<file path="src/rtl/assert_macros.svh">
// Assertion macros shared by the RTL.
`ifndef ASSERT_MACROS_SVH
`define ASSERT_MACROS_SVH
// Check a property on every rising clock edge outside reset.
`define ASSERT_CLK(label, clk, rst_n, prop, msg) \
	label: assert property (@(posedge clk) disable iff (!rst_n) prop) else $error(msg);
// Check an implication on every rising clock edge outside reset.
`define ASSERT_IMPL(label, clk, rst_n, ante, cons, msg) \
	label: assert property (@(posedge clk) disable iff (!rst_n) (ante) |-> (cons)) else $error(msg);
`endif

</file>
<file path="src/rtl/fpdiv_pkg.sv">
// Types and constants shared by the binary64 divider.
package fpdiv_pkg;
	localparam int unsigned QSTEPS = 56;
	localparam logic [10:0] EXP_MAX = 11'h7FF;
	localparam logic [12:0] BIAS = 13'd1023;
	localparam logic [63:0] DEFAULT_NAN = 64'hFFF8000000000000;
	localparam logic [63:0] INF_BITS = 64'h7FF0000000000000;

	// Data that travels down the row of division cells.
	typedef struct packed {
		logic        vld;
		logic        special;   // result already fixed by a special case
		logic [63:0] spec_val;
		logic        sign;
		logic [12:0] exp;       // signed biased exponent
		logic [53:0] rem;
		logic [52:0] dvs;
		logic [55:0] quo;
	} cell_t;
endpackage

</file>
<file path="src/rtl/fpdiv_cell.sv">
// One restoring division step: compare, subtract, shift.
module fpdiv_cell (
	input  logic              clk,
	input  logic              arst_n,
	input  logic              en,
	input  fpdiv_pkg::cell_t  din,
	output fpdiv_pkg::cell_t  dout
);
	import fpdiv_pkg::*;
	logic        fits;
	logic [53:0] diff;
	cell_t       nxt;
	always_comb begin
		fits = din.rem >= {1'b0, din.dvs};
		diff = fits ? din.rem - {1'b0, din.dvs} : din.rem;
		nxt = din;
		nxt.rem = {diff[52:0], 1'b0};
		nxt.quo = {din.quo[54:0], fits};
	end
	always_ff @(posedge clk or negedge arst_n) begin
		if (!arst_n) begin
			dout <= '0;
		end else if (en) begin
			dout <= nxt;
		end
	end
endmodule

</file>
<file path="config.mk">
export PLATFORM = sky130hd
export DESIGN_NAME = fpdiv_cell
export DESIGN_NICKNAME = d
export VERILOG_FILES = /design/src/rtl/assert_macros.svh /design/src/rtl/fpdiv_pkg.sv /design/src/rtl/fpdiv_cell.sv
export SDC_FILE = /design/constraint.sdc
export NUM_CORES = 1
export LEC_CHECK = 0
export ABC_AREA = 1
export BUFFER_PORTS_ARGS = -buffer_cell sky130_fd_sc_hd__buf_2
export CAP_MARGIN = 10
export CORE_AREA = 2 2 192 194
export DETAILED_ROUTE_END_ITERATION = 12
export DIE_AREA = 0 0 194 196
export HOLD_SLACK_MARGIN = 0.05
export PLACE_DENSITY = 0.73
export SYNTH_ARGS = -nofsm -noshare
export SYNTH_HDL_FRONTEND = slang
export SYNTH_SLANG_ARGS = --single-unit
</file>
<file path="constraint.sdc">
create_clock -name clk -period 0.8 [get_ports clk]
set_input_delay 0.04 -clock clk [delete_from_list [all_inputs] [get_ports clk]]
set_output_delay 0.04 -clock clk [all_outputs]
set_load 0.02 [all_outputs]
</file>
# Word-level counts from Yosys, hierarchy flattened
# Index checks and enable logic that the tools add are counted.
[word_totals]
ff_bits = 242
latch_bits = 0
ram_bits = 0
mem_bits_ro = 0
input_bits = 246
output_inout_bits = 243
elab_cells = 11
n_memories = 0
[op_classes]
add_sub_neg = 1
mul = 0
div_mod_pow = 0
n_lt_le_gt_ge = 1
n_eq_ne = 0
n_shift = 0
mux = 1
n_bitwise = 0
n_reduce_logical = 0
[ops]
columns = ["operator", "n"]
rows = [
  ["$ge 54x53->1", 1],
  ["$mux 53", 1],
  ["$sub 53x53->53", 1],
]

# Logic depth before layout (Yosys ltp)
[depth]
word_depth = 2
mapped_depth = 17
depth_no_buf = 16

# Worst setup path after synthesis
# Ideal clock, no wire load.
[synth_path]
path_kind = "input to register"
from = "input port din[109] in the netlist's numbering"
to = "register dout[140] in the netlist's numbering"
setup_ps = 118
arrival_time_ps = 1678
t_required_ps = 682
path_slack_ps = -996
path_stages = 13
path_buffers = 1
cell_sequence = "inv_1 -> ha_1 -> inv_1 -> fa_1 -> nand2_1 -> nand3_1 -> nand2_1 -> nand3_2 -> nand2_2 -> clkbuf_1 -> nand4_1 -> nand3_1 -> nand2_1"
[synth_via]
elab_chain_len = 2
elab_cells_between_ends = 3
classes_between = "1 x add/sub; 1 x order compare; 1 x mux"
[synth_rtl]
columns = ["item", "line_no", "source"]
rows = [
  ["from (decl)", "fpdiv_cell.sv:6", "input fpdiv_pkg::cell_t din,"],
  ["$sub 53x53->53 / $ge 54x53->1 (equally long branches)", "fpdiv_cell.sv:15, fpdiv_cell.sv:14", ""],
  ["$mux 53 (*)", "fpdiv_cell.sv:15", "diff = fits ? din.rem - {1'b0, din.dvs} : din.rem;"],
  ["to (signal assigned)", "fpdiv_cell.sv:24", "dout <= nxt;"],
  ["to (decl)", "fpdiv_cell.sv:7", "output fpdiv_pkg::cell_t dout"],
]
# Mark *: on every way between the ends. The rest lies on a longest branch, timed or not.
# A chain may end at the register's enable or synchronous reset.

# Worst setup path after layout
[layout_path]
from = "input port din[89] in the netlist's numbering"
to = "register dout[138] in the netlist's numbering"
[layout_via]
elab_chain_len = 2
[layout_rtl]
columns = ["item", "line_no", "source"]
rows = [
  ["$ge 54x53->1", "fpdiv_cell.sv:14", "fits = din.rem >= {1'b0, din.dvs};"],
  ["$mux 53", "fpdiv_cell.sv:15", ""],
]
# No other way between the ends.

==> out/metrics.csv <==
stage;metric;value;unit
outcome;status;finished with violations;
outcome;failing checks;negative setup slack;
final_layout;share of cells above drive strength 1;39.2;%
logic_synthesis;number of synthesized register bits;242;
drt;via count;19800;
power_and_ir_drop;leakage power;15.2;nW
sta;clk_skew;0;ns
clock_network;CTS Root Cell;clkbuf_16;
sta;final hold violation count;0;
drt;post-route ant nets;0;
critical_path;cells along the critical path;buf_2, inv_2, ha_4, nand2_4, buf_4, nor2_4, nand2_2, inv_1, nand2_2, inv_2, nand3_4, nand3_4, buf_8, clkbuf_16, nand3_2, nand3_2, nand2_1;
logic_synthesis;Post-Syn Area per Cell;6.59;um^2
place;hpwl dp;47900;um
die;Die Area;38000;um^2
logic_synthesis;most frequent cell after synthesis;nand2_1;
worst_hold_path;hold_sp;din[148];
worst_hold_path;HP Class;in2reg;
critical_path;Worst R2R Start;dout[11];
sta;Final Max Tran Viols;0;
power_and_ir_drop;maximum VDD drop;1530;uV
drt;Pre-Repair DR Iteration Count;7;
logic_synthesis;most common flop cell mapped by yosys;dfrtp_1;
sta;final setup margin;-0.707;ns
critical_path;r2r endpoint;dout[11];
place;I/O Buffers;486;
final_layout;Multi-input gate area;8940;um^2
final_layout;largest register by flop count;dout;
global_route;largest net degree at the start of global routing;61;
sta;period utilization;188;%
global_route;M2 GR Usage;61.5;%
global_route;Total GRT Usage;34.7;%
final_layout;FILL cells;2260;
sta;RSZ-0062 raised after global routing;true;
critical_path;register-to-register path setup slack;-0.12;ns
run;max cap viols;0;
global_route;met3 Track Usage GR;5.54;%
logic_synthesis;Ys Warns;0;
sta;Max Fclk;664;MHz
critical_path;Critical Path Sink Type;flip-flop;
global_route;first-pass GRT wire length;104000;um
final_layout;Reg area;6060;um^2
power_and_ir_drop;PD cells;1660;nW/um^2
final_layout;Top Registers;dout: 242 flops;
sta;final setup violation count;331;
worst_hold_path;hold depth;6;
critical_path;worst reg2reg path depth;3;
logic_synthesis;biggest area consumer among synthesized cells;dfrtp_1;
clock_network;clock sink total;242;
logic_synthesis;area share of the largest cell type after synthesis;40.8;%
critical_path;top fanout value on the critical path;7;
final_layout;max reg flops;242;
critical_path;critical path class;in2reg;
global_route;met1 Resource Use GR;41.0;%
global_route;number of global-route vias before repair;18800;
worst_hold_path;worst hold endpoint;dout[149];
final_layout;Area Growth Syn to Fin;87.2;%
global_route;GRT Max-Usage Layer;met2;
die;Die W;194;um
logic_synthesis;top cells by area, synth;dfrtp_1, nand2_1, inv_1;
die;DIE HEIGHT;196;um
clock_network;H-tree levels;1;
logic_synthesis;library cells used by synthesis;33;
final_layout;Final nets;3626;
drt;Vias/cell;5.18;
clock_network;CTS buffer count;28;
sta;minimum clock period;1.51;ns
drt;iteration-0 DRC count of the detailed router;1686;
critical_path;WP data required;1.25;ns
place;RD Place Congestion;0.982;
die;core area;36100;um^2
critical_path;Crit-path slowest cell;ha_4;
logic_synthesis;Async SR Flop Fraction;100;%
drt;routed wire length;79500;um
logic_synthesis;Seq/Total Area, Yosys;40.8;%
clock_network;TritonCTS clock tree;yes;
logic_synthesis;most frequent cells after synthesis;nand2_1, inv_1, dfrtp_1;
critical_path;CP startpoint kind;primary input;
clock_network;CTS max path bufs;3;
final_layout;post-layout util;77.1;%
clock_network;Worst-path clk slew;0.07;ns
die;Top Ports;489;
global_route;initial antenna violation count;7;
die;Rows;70;
critical_path;Crit path largest cell delay;0.30;ns
logic_synthesis;Post-synth EDFFs;0;
logic_synthesis;Post-Syn Area;14900;um^2
logic_synthesis;net count after synthesis;2555;
critical_path;Worst Path Arrival;1.96;ns
die;initial core utilization;41.2;%
clock_network;Clk Latency, worst-skew pair;0.56;ns
final_layout;Finished Layout Cells;3821;
global_route;GRT overflow;0;
drt;DR DRC count;0;
logic_synthesis;Mapped Cells;2255;
sta;setup_tns;-119.55;ns
critical_path;Worst Path Buf+Inv;7;
critical_path;crit-path leading delay family;simple AND/OR/NAND/NOR gates;
drt;drt wl/cell;20.8;um
place;placed insts;3394;
## cell usage in the layout (no fill, tap or decap), types with 6 or more instances in the layout
master	n
nor2_2	28
clkinv_2	6
nand3_4	12
clkbuf_16	32
nand3_2	63
nand2_2	97
inv_2	58
buf_2	231
dfrtp_1	242
nor2_1	45
buf_12	23
o21ai_0	52
a21oi_2	7
nand3_1	51
buf_4	340
nand2_4	39
inv_1	316
a21oi_1	24
nor3_1	6
dlygate4sd3_1	248
buf_6	260
diode_2	9
xnor2_1	18
nor2_4	25
nand4_1	57
nand2_1	955
ha_4	52
## cell families (layout without fill, tap and decap cells)
family	count (synthesis)	count (layout)	synth area share (%)
buffers and inverters	456	1545	12.1
adder cells (fa/ha/maj)	54	54	4.60
AND/OR/NAND/NOR	1386	1386	37.9
XOR/XNOR	25	25	1.47
flip-flops	242	242	40.8
other	1	10	0.0253
AO/OA/AOI/OAI	91	91	3.18
## per-stage QoR
step           hold slack, ns  setup WS (ns)  total power [mW]  area, um^2
6_report               0.0385         -0.707              46.1       27800
3_5_place_dp           -0.119          -1.35              27.0       20400
4_1_cts                0.0161         -0.616              41.5       24700
3_3_place_gp           -0.116          -1.35              26.8       20400
2_1_floorplan          -0.256         -0.813              21.3       15600
5_1_grt                0.0792         -0.812              47.7       27800
## worst register-to-register path: cells and delay by family (launching register included)
family / cells / cell delay (ns)
buffers and inverters: 1 / 0.16
and+or+nand+nor: 2 / 0.18
DFF: 1 / 0.44
## routing by layer
layer | share of wire, % | up-vias | wire, um
li1 | - | 8935 | -
met1 | 36 | 9300 | 28500
met2 | 49 | 1190 | 38800
met3 | 7.9 | 362 | 6300
met4 | 7.3 | 0 | 5840
met5 | 0 | - | 0
## what timing repair did
item,4_1_cts,5_1_grt
cloned,2,4
hold buffers,251,2
setup endpoints to repair,296,329
buffers inserted,8,108
resized for setup,216,713
pin swaps,26,97
hold endpoints to repair,484,8
## area by class of cell
| type | instances | area share [%] |
|---|---|---|
| Clock inverter | 13 | 0.499 |
| Multi-Input combinational cell | 1557 | 32.2 |
| Tap cell | 468 | 2.11 |
| Timing Repair Buffer | 1115 | 35.4 |
| Clock buffer | 35 | 2.72 |
| Antenna cell | 9 | 0.0810 |
| Sequential cell | 242 | 21.8 |
| Inverter | 382 | 5.29 |
## where the power goes
part           total [mW]  internal, mW  switching (mW)
Combinational        18.4          8.65            9.74
Sequential           14.8          13.6            1.21
Clock                13.0          7.35            5.61
Total                46.1          29.6            16.6
## worst max-delay path by stage
stage,from,cells after the start,endpoint
2_1_floorplan,din[109],14,dout[130]
3_3_place_gp,din[93],14,dout[149]
3_5_place_dp,din[80],17,dout[130]
4_1_cts,din[92],16,dout[159]
5_1_grt,din[104],16,dout[157]
6_report,din[89],17,dout[138]
(Power assumes the default switching activity.)
