<file path="src/rtl/assert_macros.svh">
// Assertion macros shared by the RTL.
`ifndef ASSERT_MACROS_SVH
`define ASSERT_MACROS_SVH
// Check a property on every rising clock edge outside reset.
`define ASSERT_CLK(label, clk, rst_n, prop, msg) \
	label: assert property (@(posedge clk) disable iff (!rst_n) prop) else $error(msg);
// Check an implication on every rising clock edge outside reset.
`define ASSERT_IMPL(label, clk, rst_n, ante, cons, msg) \
	label: assert property (@(posedge clk) disable iff (!rst_n) (ante) |-> (cons)) else $error(msg);
`endif

</file>
<file path="src/rtl/fpdiv_pkg.sv">
// Types and constants shared by the binary64 divider.
package fpdiv_pkg;
	localparam int unsigned QSTEPS = 56;
	localparam logic [10:0] EXP_MAX = 11'h7FF;
	localparam logic [12:0] BIAS = 13'd1023;
	localparam logic [63:0] DEFAULT_NAN = 64'hFFF8000000000000;
	localparam logic [63:0] INF_BITS = 64'h7FF0000000000000;

	// Data that travels down the row of division cells.
	typedef struct packed {
		logic        vld;
		logic        special;   // result already fixed by a special case
		logic [63:0] spec_val;
		logic        sign;
		logic [12:0] exp;       // signed biased exponent
		logic [53:0] rem;
		logic [52:0] dvs;
		logic [55:0] quo;
	} cell_t;
endpackage

</file>
<file path="src/rtl/fpdiv_round.sv">
// Normalize, denormalize, round and pack the quotient.
module fpdiv_round (
	input  logic              clk,
	input  logic              arst_n,
	input  logic              en,
	input  fpdiv_pkg::cell_t  din,
	output logic              vld,
	output logic [63:0]       res
);
	import fpdiv_pkg::*;
	logic [55:0] w, wd;
	logic [12:0] e, s;
	logic [53:0] m;
	logic [55:0] lost_mask;
	logic        up;
	logic [63:0] r;

	function automatic logic [53:0] rne(input logic [55:0] x);
		logic [52:0] mm;
		mm = x[55:3];
		if (x[2:0] > 3'd4 || (x[2:0] == 3'd4 && mm[0])) return {1'b0, mm} + 54'd1;
		return {1'b0, mm};
	endfunction

	always_comb begin
		w = din.quo | {55'd0, din.rem != '0};
		e = din.exp;
		if (!w[55]) begin
			w = {w[54:0], 1'b0};
			e = e - 13'd1;
		end
		s = 13'd1 - e;
		lost_mask = '0;
		wd = '0;
		m = '0;
		up = 1'b0;
		if (din.special) begin
			r = din.spec_val;
		end else if (!e[12] && e >= 13'd2047) begin
			r = {din.sign, 63'd0} | INF_BITS;
		end else if (!e[12] && e != '0) begin
			m = rne(w);
			up = m[53];
			if (up && e == 13'd2046) r = {din.sign, 63'd0} | INF_BITS;
			else if (up) r = {din.sign, 11'(e + 13'd1), m[52:1]};
			else r = {din.sign, e[10:0], m[51:0]};
		end else begin
			if (s >= 13'd63) begin
				wd = 56'd1;
			end else begin
				lost_mask = (56'd1 << s[5:0]) - 56'd1;
				wd = (w >> s[5:0]) | {55'd0, (w & lost_mask) != '0};
			end
			m = rne(wd);
			r = {din.sign, 9'd0, m};
		end
	end
	always_ff @(posedge clk or negedge arst_n) begin
		if (!arst_n) begin
			vld <= 1'b0;
		end else if (en) begin
			vld <= din.vld;
		end
	end
	always_ff @(posedge clk) begin
		if (en) res <= r;
	end
endmodule

</file>
<file path="config.mk">
export PLATFORM = sky130hd
export DESIGN_NAME = fpdiv_round
export DESIGN_NICKNAME = d
export VERILOG_FILES = /design/src/rtl/assert_macros.svh /design/src/rtl/fpdiv_pkg.sv /design/src/rtl/fpdiv_round.sv
export SDC_FILE = /design/constraint.sdc
export NUM_CORES = 1
export LEC_CHECK = 0
export ABC_AREA = 1
export ABC_CLOCK_PERIOD_IN_PS = 970
export BUFFER_PORTS_ARGS = -buffer_cell sky130_fd_sc_hd__buf_2
export CELL_PAD_IN_SITES_DETAIL_PLACEMENT = 1
export CELL_PAD_IN_SITES_GLOBAL_PLACEMENT = 2
export CORE_MARGIN = 1.5
export CORE_UTILIZATION = 28
export CTS_CLUSTER_SIZE = 12
export DETAILED_ROUTE_END_ITERATION = 7
export PLACE_DENSITY_LB_ADDON = 0.1
export SLEW_MARGIN = 20
export SYNTH_ARGS = -nofsm -noshare
export SYNTH_HDL_FRONTEND = slang
export SYNTH_SLANG_ARGS = --single-unit
export TNS_END_PERCENT = 30
</file>
<file path="constraint.sdc">
create_clock -name clk -period 0.97 [get_ports clk]
set_clock_uncertainty 0.15 [all_clocks]
set_input_delay 0.0485 -clock clk [delete_from_list [all_inputs] [get_ports clk]]
set_output_delay 0.0485 -clock clk [all_outputs]
set_load 0.1 [all_outputs]
</file>
## Yosys cells after proc, flatten, opt, wreduce, memory -nomap -nowiden

Index checks and enable logic that the tools add are counted.

| operators by class | value |
|---|---|
| eq/ne operators | 3 |
| bitwise operators | 3 |
| multiplexer cells | 26 |
| add/subtract/negate cells | 6 |
| shift operators | 2 |
| reductions and logical operators | 11 |
| magnitude comparators | 4 |

Operator list:

| kind | number |
|---|---|
| 54-bit two-way mux | 7 |
| 56-bit two-way mux | 5 |
| 63-bit two-way mux | 4 |
| 56-bit by 1-bit bitwise OR with 56-bit output | 2 |
| 53-bit by 1-bit adder with 54-bit output (second input constant) | 2 |
| 64-bit two-way mux | 1 |
| 56-bit AND | 1 |
| 56-bit nonzero test | 1 |
| 1-bit by 6-bit << shifter with 56-bit output (first input constant) | 1 |
| 56-bit by 6-bit right shift with 56-bit output | 1 |
| 56-bit by 1-bit subtractor with 56-bit output (second input constant) | 1 |
| 54-bit nonzero test | 1 |
| 13-bit by 11-bit == test with 1-bit output (second input constant) | 1 |
| 13-bit by 11-bit >= comparator with 1-bit output (second input constant) | 1 |
| 13-bit by 6-bit >= comparator with 1-bit output (second input constant) | 1 |
| 13-bit two-way mux | 1 |
| 13-bit nonzero test | 1 |
| 1-bit by 13-bit subtractor with 13-bit output (first input constant) | 1 |
| 13-bit by 1-bit subtractor with 13-bit output (second input constant) | 1 |
| 11-bit by 1-bit adder with 11-bit output (second input constant) | 1 |
| 1-bit two-way mux | 8 |
| 3-bit == test (second input constant) | 2 |
| 3-bit > comparator (second input constant) | 2 |
| 1-bit logical AND | 5 |
| other kinds (2) | 3 |

| storage, ports and cells | value |
|---|---|
| bits in registers | 65 |
| logic and storage cells | 57 |
| output and inout bits | 65 |

## Logic depth before layout (Yosys ltp)

| logic depth | value |
|---|---|
| depth after elaboration | 24 |
| depth in mapped cells | 41 |
| depth with buffers taken out | 35 |

## Worst setup path before layout

OpenSTA, ideal clock, no wires.

| timing | value |
|---|---|
| path type | input to register |
| start | input din[163] (netlist bit) |
| end | register res[32] (data pin) |
| stages | 30 |
| data required time | 0.568 ns |
| arrival | 4.374 ns |
| setup slack | -3.806 ns |
| cells stage by stage | inv_2 -> ha_1 -> o21ai_1 -> buf_2 -> buf_2 -> buf_2 -> ha_1 -> inv_1 -> buf_2 -> buf_2 -> buf_2 -> buf_1 -> a21oi_1 -> o211ai_1 -> nand2_1 -> a21oi_1 -> nand2_1 -> inv_1 -> ha_1 -> inv_1 -> nor2_1 -> nand2_1 -> nor2_2 -> nand2_1 -> xor2_1 -> nand2_1 -> nand2_1 -> nand2_1 -> nand2_1 -> nand2_1 |

| on the way | value |
|---|---|
| cells in the longest elaborated chain, start to end | 23 |
| elaborated cells between the ends (all ways) | 36 |
| those cells by class | add/sub (4); order compare (3); eq/ne (2); shift (2); mux (15); bitwise (2); reduce/logical (8) |

Ends and longest elaborated chain:

| element | line | text |
|---|---|---|
| start, declared | fpdiv_round.sv:6 | `input fpdiv_pkg::cell_t din,` |
| 13-bit by 1-bit subtractor with 13-bit output | fpdiv_round.sv:30 | `e = e - 13'd1;` |
| 13-bit two-way mux (*) | fpdiv_round.sv:28 | `if (!w[55]) begin` |
| parallel branches: the longest is 19 deep, another holds 56-bit by 1-bit subtractor with 56-bit output | -- |  |
| 63-bit two-way mux (*) | fpdiv_round.sv:39 | `end else if (!e[12] && e >= 13'd2047) begin` |
| 64-bit two-way mux (*) | fpdiv_round.sv:37 | `if (din.special) begin` |
| net r[32] | fpdiv_round.sv:16 | `logic [63:0] r;` |
| end signal, assigned | fpdiv_round.sv:66 | `if (en) res <= r;` |
| end, declared | fpdiv_round.sv:8 | `output logic [63:0] res` |

Mark *: on every way through the listed nets, which the timed path passes. The select of a mux whose other input is x is not followed.
A chain may end at the register's enable or synchronous reset.

## Final worst setup path

| timing | value |
|---|---|
| start | input din[164] (netlist bit) |
| end | register res[47] (data pin) |

The elaborated chain is that of the path after synthesis.

==> impl_results.rst <==
.. list-table::
   :header-rows: 1

   * - Metric
     - Value
   * - Status
     - finished, violations left
   * - Violations in the final reports
     - hold timing, setup timing
   * - Slowest Stage Delay on Critical Path
     - 0.29 ns
   * - Number of register bits inferred by synthesis
     - 65
   * - Dominant delay contributor by cell family on the critical path
     - simple AND/OR/NAND/NOR gates
   * - Peak Freq
     - 219.8 MHz
   * - Setup violations, final
     - 128
   * - Critical Path Source Type
     - input pin
   * - Pin count of the biggest net entering global routing
     - 57
   * - Worst hold path class
     - in -> reg
   * - Max-slew headroom at the worst pin
     - 50.11%
   * - PnR worst setup slack
     - -3.580 ns
   * - CP required
     - 0.92 ns
   * - Count of vias placed by the detailed router
     - 29213
   * - Overall die height
     - 243.3 um
   * - DRT iter0 DRCs
     - 2827
   * - Residual antenna-violating net count after detailed routing
     - 0
   * - Setup repair after global routing missed its margin
     - true
   * - Most common cell in the netlist
     - sky130_fd_sc_hd__nand2_1
   * - Total congestion overflow after global routing
     - 0
   * - Post-Place Setup Slack
     - -4.207 ns
   * - Crit Reg-Reg Startpoint
     - vld$_DFFE_PN0P_
   * - Post-synthesis cell count
     - 3175
   * - Die outline area
     - 59210 um^2
   * - Global placement routability congestion
     - 1.089
   * - Internal power
     - 0.01446 W
   * - Avg Inst Size Synth
     - 5.093 um^2
   * - Hold path startpoint
     - din[237]
   * - Min Tclk post-route
     - 4.550 ns
   * - Cell depth of the worst hold path
     - 2
   * - Sequential cell fraction of total power
     - 12.3%
   * - # clock sinks
     - 65
   * - Insertion delay of the later-clocked pin in the worst-skew pair
     - 0.36 ns
   * - Share of final-layout standard cells stronger than drive strength 1
     - 42.16%
   * - Part of the power in combinational logic
     - 75.9%
   * - Area share of the largest cell type after synthesis
     - 29.76%
   * - Sequential cell area fraction in the yosys report
     - 12.04%
   * - Cell at the slowest stage of the critical path
     - sky130_fd_sc_hd__nor2_4
   * - CTS tree
     - built
   * - Final wirelength
     - 140100 um
   * - Top cells by instance count after synthesis
     - sky130_fd_sc_hd__nand2_1 (1282), sky130_fd_sc_hd__nor2_1 (398), sky130_fd_sc_hd__nand3_1 (369)
   * - Total of fill cells in the finished design
     - 7657
   * - Switch Pwr
     - 0.01594 W
   * - Power Dens Cells
     - 996.3 nW/um^2
   * - Register Area
     - 1947 um^2
   * - Final Max Slew Viols
     - 0
   * - Ports placed on the boundary
     - 311
   * - Hold_ws
     - -0.1092 ns
   * - Leakage power figure
     - 15.09 nW
   * - Total Neg Setup Slack
     - -218.62 ns
   * - Starting Density
     - 28.52%
   * - Maximum level of the CTS H-tree
     - 3
   * - Clk slew on worst S/H paths
     - 0.07 ns
   * - FF-to-FF setup slack
     - 0.04 ns
   * - Area delta synth->final
     - 88.67%
   * - Fraction of power consumed by the clock network
     - 11.8%
   * - Number of optimization iterations in the first detailed-route pass
     - 6
   * - Final hold violation count
     - 4
   * - First-pass GRT wire length
     - 192400 um
   * - DRC violations left
     - 0
   * - Vias per Instance
     - 5.630
   * - Vias in the first global route
     - 29839
   * - Global Route Usage Sum
     - 43.16%
   * - Buffers from clock root to sink, at most
     - 2
   * - Share of flip-flops with an asynchronous set or reset after synthesis
     - 1.538%
   * - Root buf cell
     - sky130_fd_sc_hd__clkbuf_16
   * - Actual slew at the worst max-slew pin
     - 0.7405 ns
   * - Area of the mapped netlist
     - 16170 um^2
   * - Combined buffer and inverter count along the critical path
     - 9
   * - Share of the clock period used by the worst path
     - 469.0%
   * - WHS Endpoint
     - res[60]$_DFFE_PP_
   * - Chip width
     - 243.3 um
   * - Max-cap violations
     - 0
   * - Worst Reg-to-Reg Cells
     - 1
   * - Number of buffers added by the clock tree synthesis step
     - 9
   * - Most area-hungry cell type in the Yosys netlist
     - sky130_fd_sc_hd__nand2_1
   * - Endpoint arrival time on the critical path
     - 4.50 ns
   * - Count of synthesis-stage warnings from yosys
     - 0
   * - Main area contributors after synthesis
     - sky130_fd_sc_hd__nand2_1 (30%), sky130_fd_sc_hd__edfxtp_1 (12%), sky130_fd_sc_hd__nand3_1 (11%)
   * - Antenna violations before repair
     - 6
   * - Count of buffers inserted at the top-level ports
     - 257
   * - Most instantiated flip-flop cell in the synthesis netlist
     - sky130_fd_sc_hd__edfxtp_1
   * - WL/cell
     - 27.00 um
   * - Category of the worst setup path capture point
     - register
   * - Count of unique library cells instantiated by Yosys
     - 52
   * - Post-synth net total
     - 3432
   * - Area inside the core boundary
     - 56710 um^2
   * - Floorplan row count
     - 87
   * - Post-layout nets
     - 4683
   * - Post-DP HPWL
     - 103000 um
   * - Capture instance of the worst register-to-register path
     - vld$_DFFE_PN0P_
   * - Number of enable flip-flop cells after synthesis
     - 64
   * - Startpoint-to-endpoint class of the critical path
     - in -> reg
   * - Multi-input combinational cell area
     - 14370 um^2
   * - Final Core Density
     - 53.80%
   * - CP Max Fanout
     - 7
   * - Maximum resistive drop on vdd
     - 0.001112 V
   * - Switching share of total power
     - 52.43%
## layout by cell type, fill, tap and decap left out, types with 29 or more instances in the layout
master,synthesis,layout
sky130_fd_sc_hd__xor2_1,81,71
sky130_fd_sc_hd__nand2_4,8,54
sky130_fd_sc_hd__o21ai_0,132,105
sky130_fd_sc_hd__nand2_1,1282,1082
sky130_fd_sc_hd__nor2_1,398,287
sky130_fd_sc_hd__nand4_1,46,46
sky130_fd_sc_hd__buf_12,0,115
sky130_fd_sc_hd__nor2_2,24,98
sky130_fd_sc_hd__buf_4,11,957
sky130_fd_sc_hd__nor2_4,13,52
sky130_fd_sc_hd__buf_2,58,189
sky130_fd_sc_hd__o21ai_1,69,64
sky130_fd_sc_hd__nor3_1,40,31
sky130_fd_sc_hd__nand2_2,13,167
sky130_fd_sc_hd__inv_1,248,241
sky130_fd_sc_hd__buf_6,12,33
sky130_fd_sc_hd__o21ai_2,9,29
sky130_fd_sc_hd__edfxtp_1,64,64
sky130_fd_sc_hd__dlygate4sd3_1,0,63
sky130_fd_sc_hd__nand3_1,369,340
sky130_fd_sc_hd__a21oi_1,69,67
sky130_fd_sc_hd__nand3_2,4,29
## layer usage
metal | global-route usage (%) | vias up | share of wire (%)
met5 | 0 | - | 0.046
met1 | 50.11 | 13976 | 36
li1 | - | 12708 | -
met2 | 72.79 | 1829 | 45
met4 | 29.87 | 8 | 9.5
met3 | 6.664 | 692 | 9.2
## kinds of logic after synthesis
logic type | after synthesis | share of synthesized area, %
DFF | 65 | 12.04
adders and majority gates | 11 | 0.8511
and+or+nand+nor | 2270 | 60.37
muxes | 1 | 0.06963
buffers and inverters | 416 | 10.99
AOI/OAI and AO/OA | 323 | 10.86
xor gates and xnor gates | 89 | 4.820
## power by group through the flow
stage,registers (W),logic [W],clock network (W)
after floorplan,0.00547,0.00758,0
after global placement,0.00372,0.0195,0
after detailed placement,0.00374,0.0199,0
after CTS,0.00369,0.0218,0.00324
after global routing,0.00374,0.0241,0.00359
final,0.00373,0.0231,0.00358
## per-stage QoR
step	power, W	instances	area, um^2
global route	0.03142	5187	30510
finish	0.03040	5189	30510
floorplan	0.01305	3175	16350
global placement	0.02324	5011	26430
CTS	0.02871	5169	29420
detailed placement	0.02369	5011	26430
## flip-flops by register name, summed over array words and instances, names as in the netlist
signal,cells
vld,1
res,64
## timing repair
| action | in CTS | in global routing |
|---|---|---|
| pin swaps | 91 | 71 |
| endpoints found under the hold margin | 66 | 5 |
| resized for setup | 361 | 265 |
| hold buffers | 62 | 1 |
| endpoints found under the setup margin | 128 | 128 |
| gates cloned | 11 | 4 |
| buffers inserted | 70 | 15 |
## cell type report
type | count | share of cell area (%)
Multi-Input combinational cell | 2697 | 47.10
Timing Repair Buffer | 1375 | 38.87
Sequential cell | 65 | 6.381
Inverter | 278 | 3.588
Tap cell | 756 | 3.100
Clock buffer | 10 | 0.7505
Clock inverter | 6 | 0.1927
Antenna cell | 2 | 0.01640
## how the worst max path moves through the flow
stage / from / to / slack [ns] / cells past startpoint
2_1_floorplan: din[163] / res[32]$_DFFE_PP_ / -3.15 / 37
3_3_place_gp: din[163] / res[46]$_DFFE_PP_ / -4.12 / 33
3_5_place_dp: din[163] / res[25]$_DFFE_PP_ / -4.21 / 35
4_1_cts: din[163] / res[27]$_DFFE_PP_ / -3.13 / 35
5_1_grt: din[164] / res[39]$_DFFE_PP_ / -3.69 / 34
6_report: din[164] / res[47]$_DFFE_PP_ / -3.58 / 37
No activity file was read; power rests on OpenSTA's default activity.
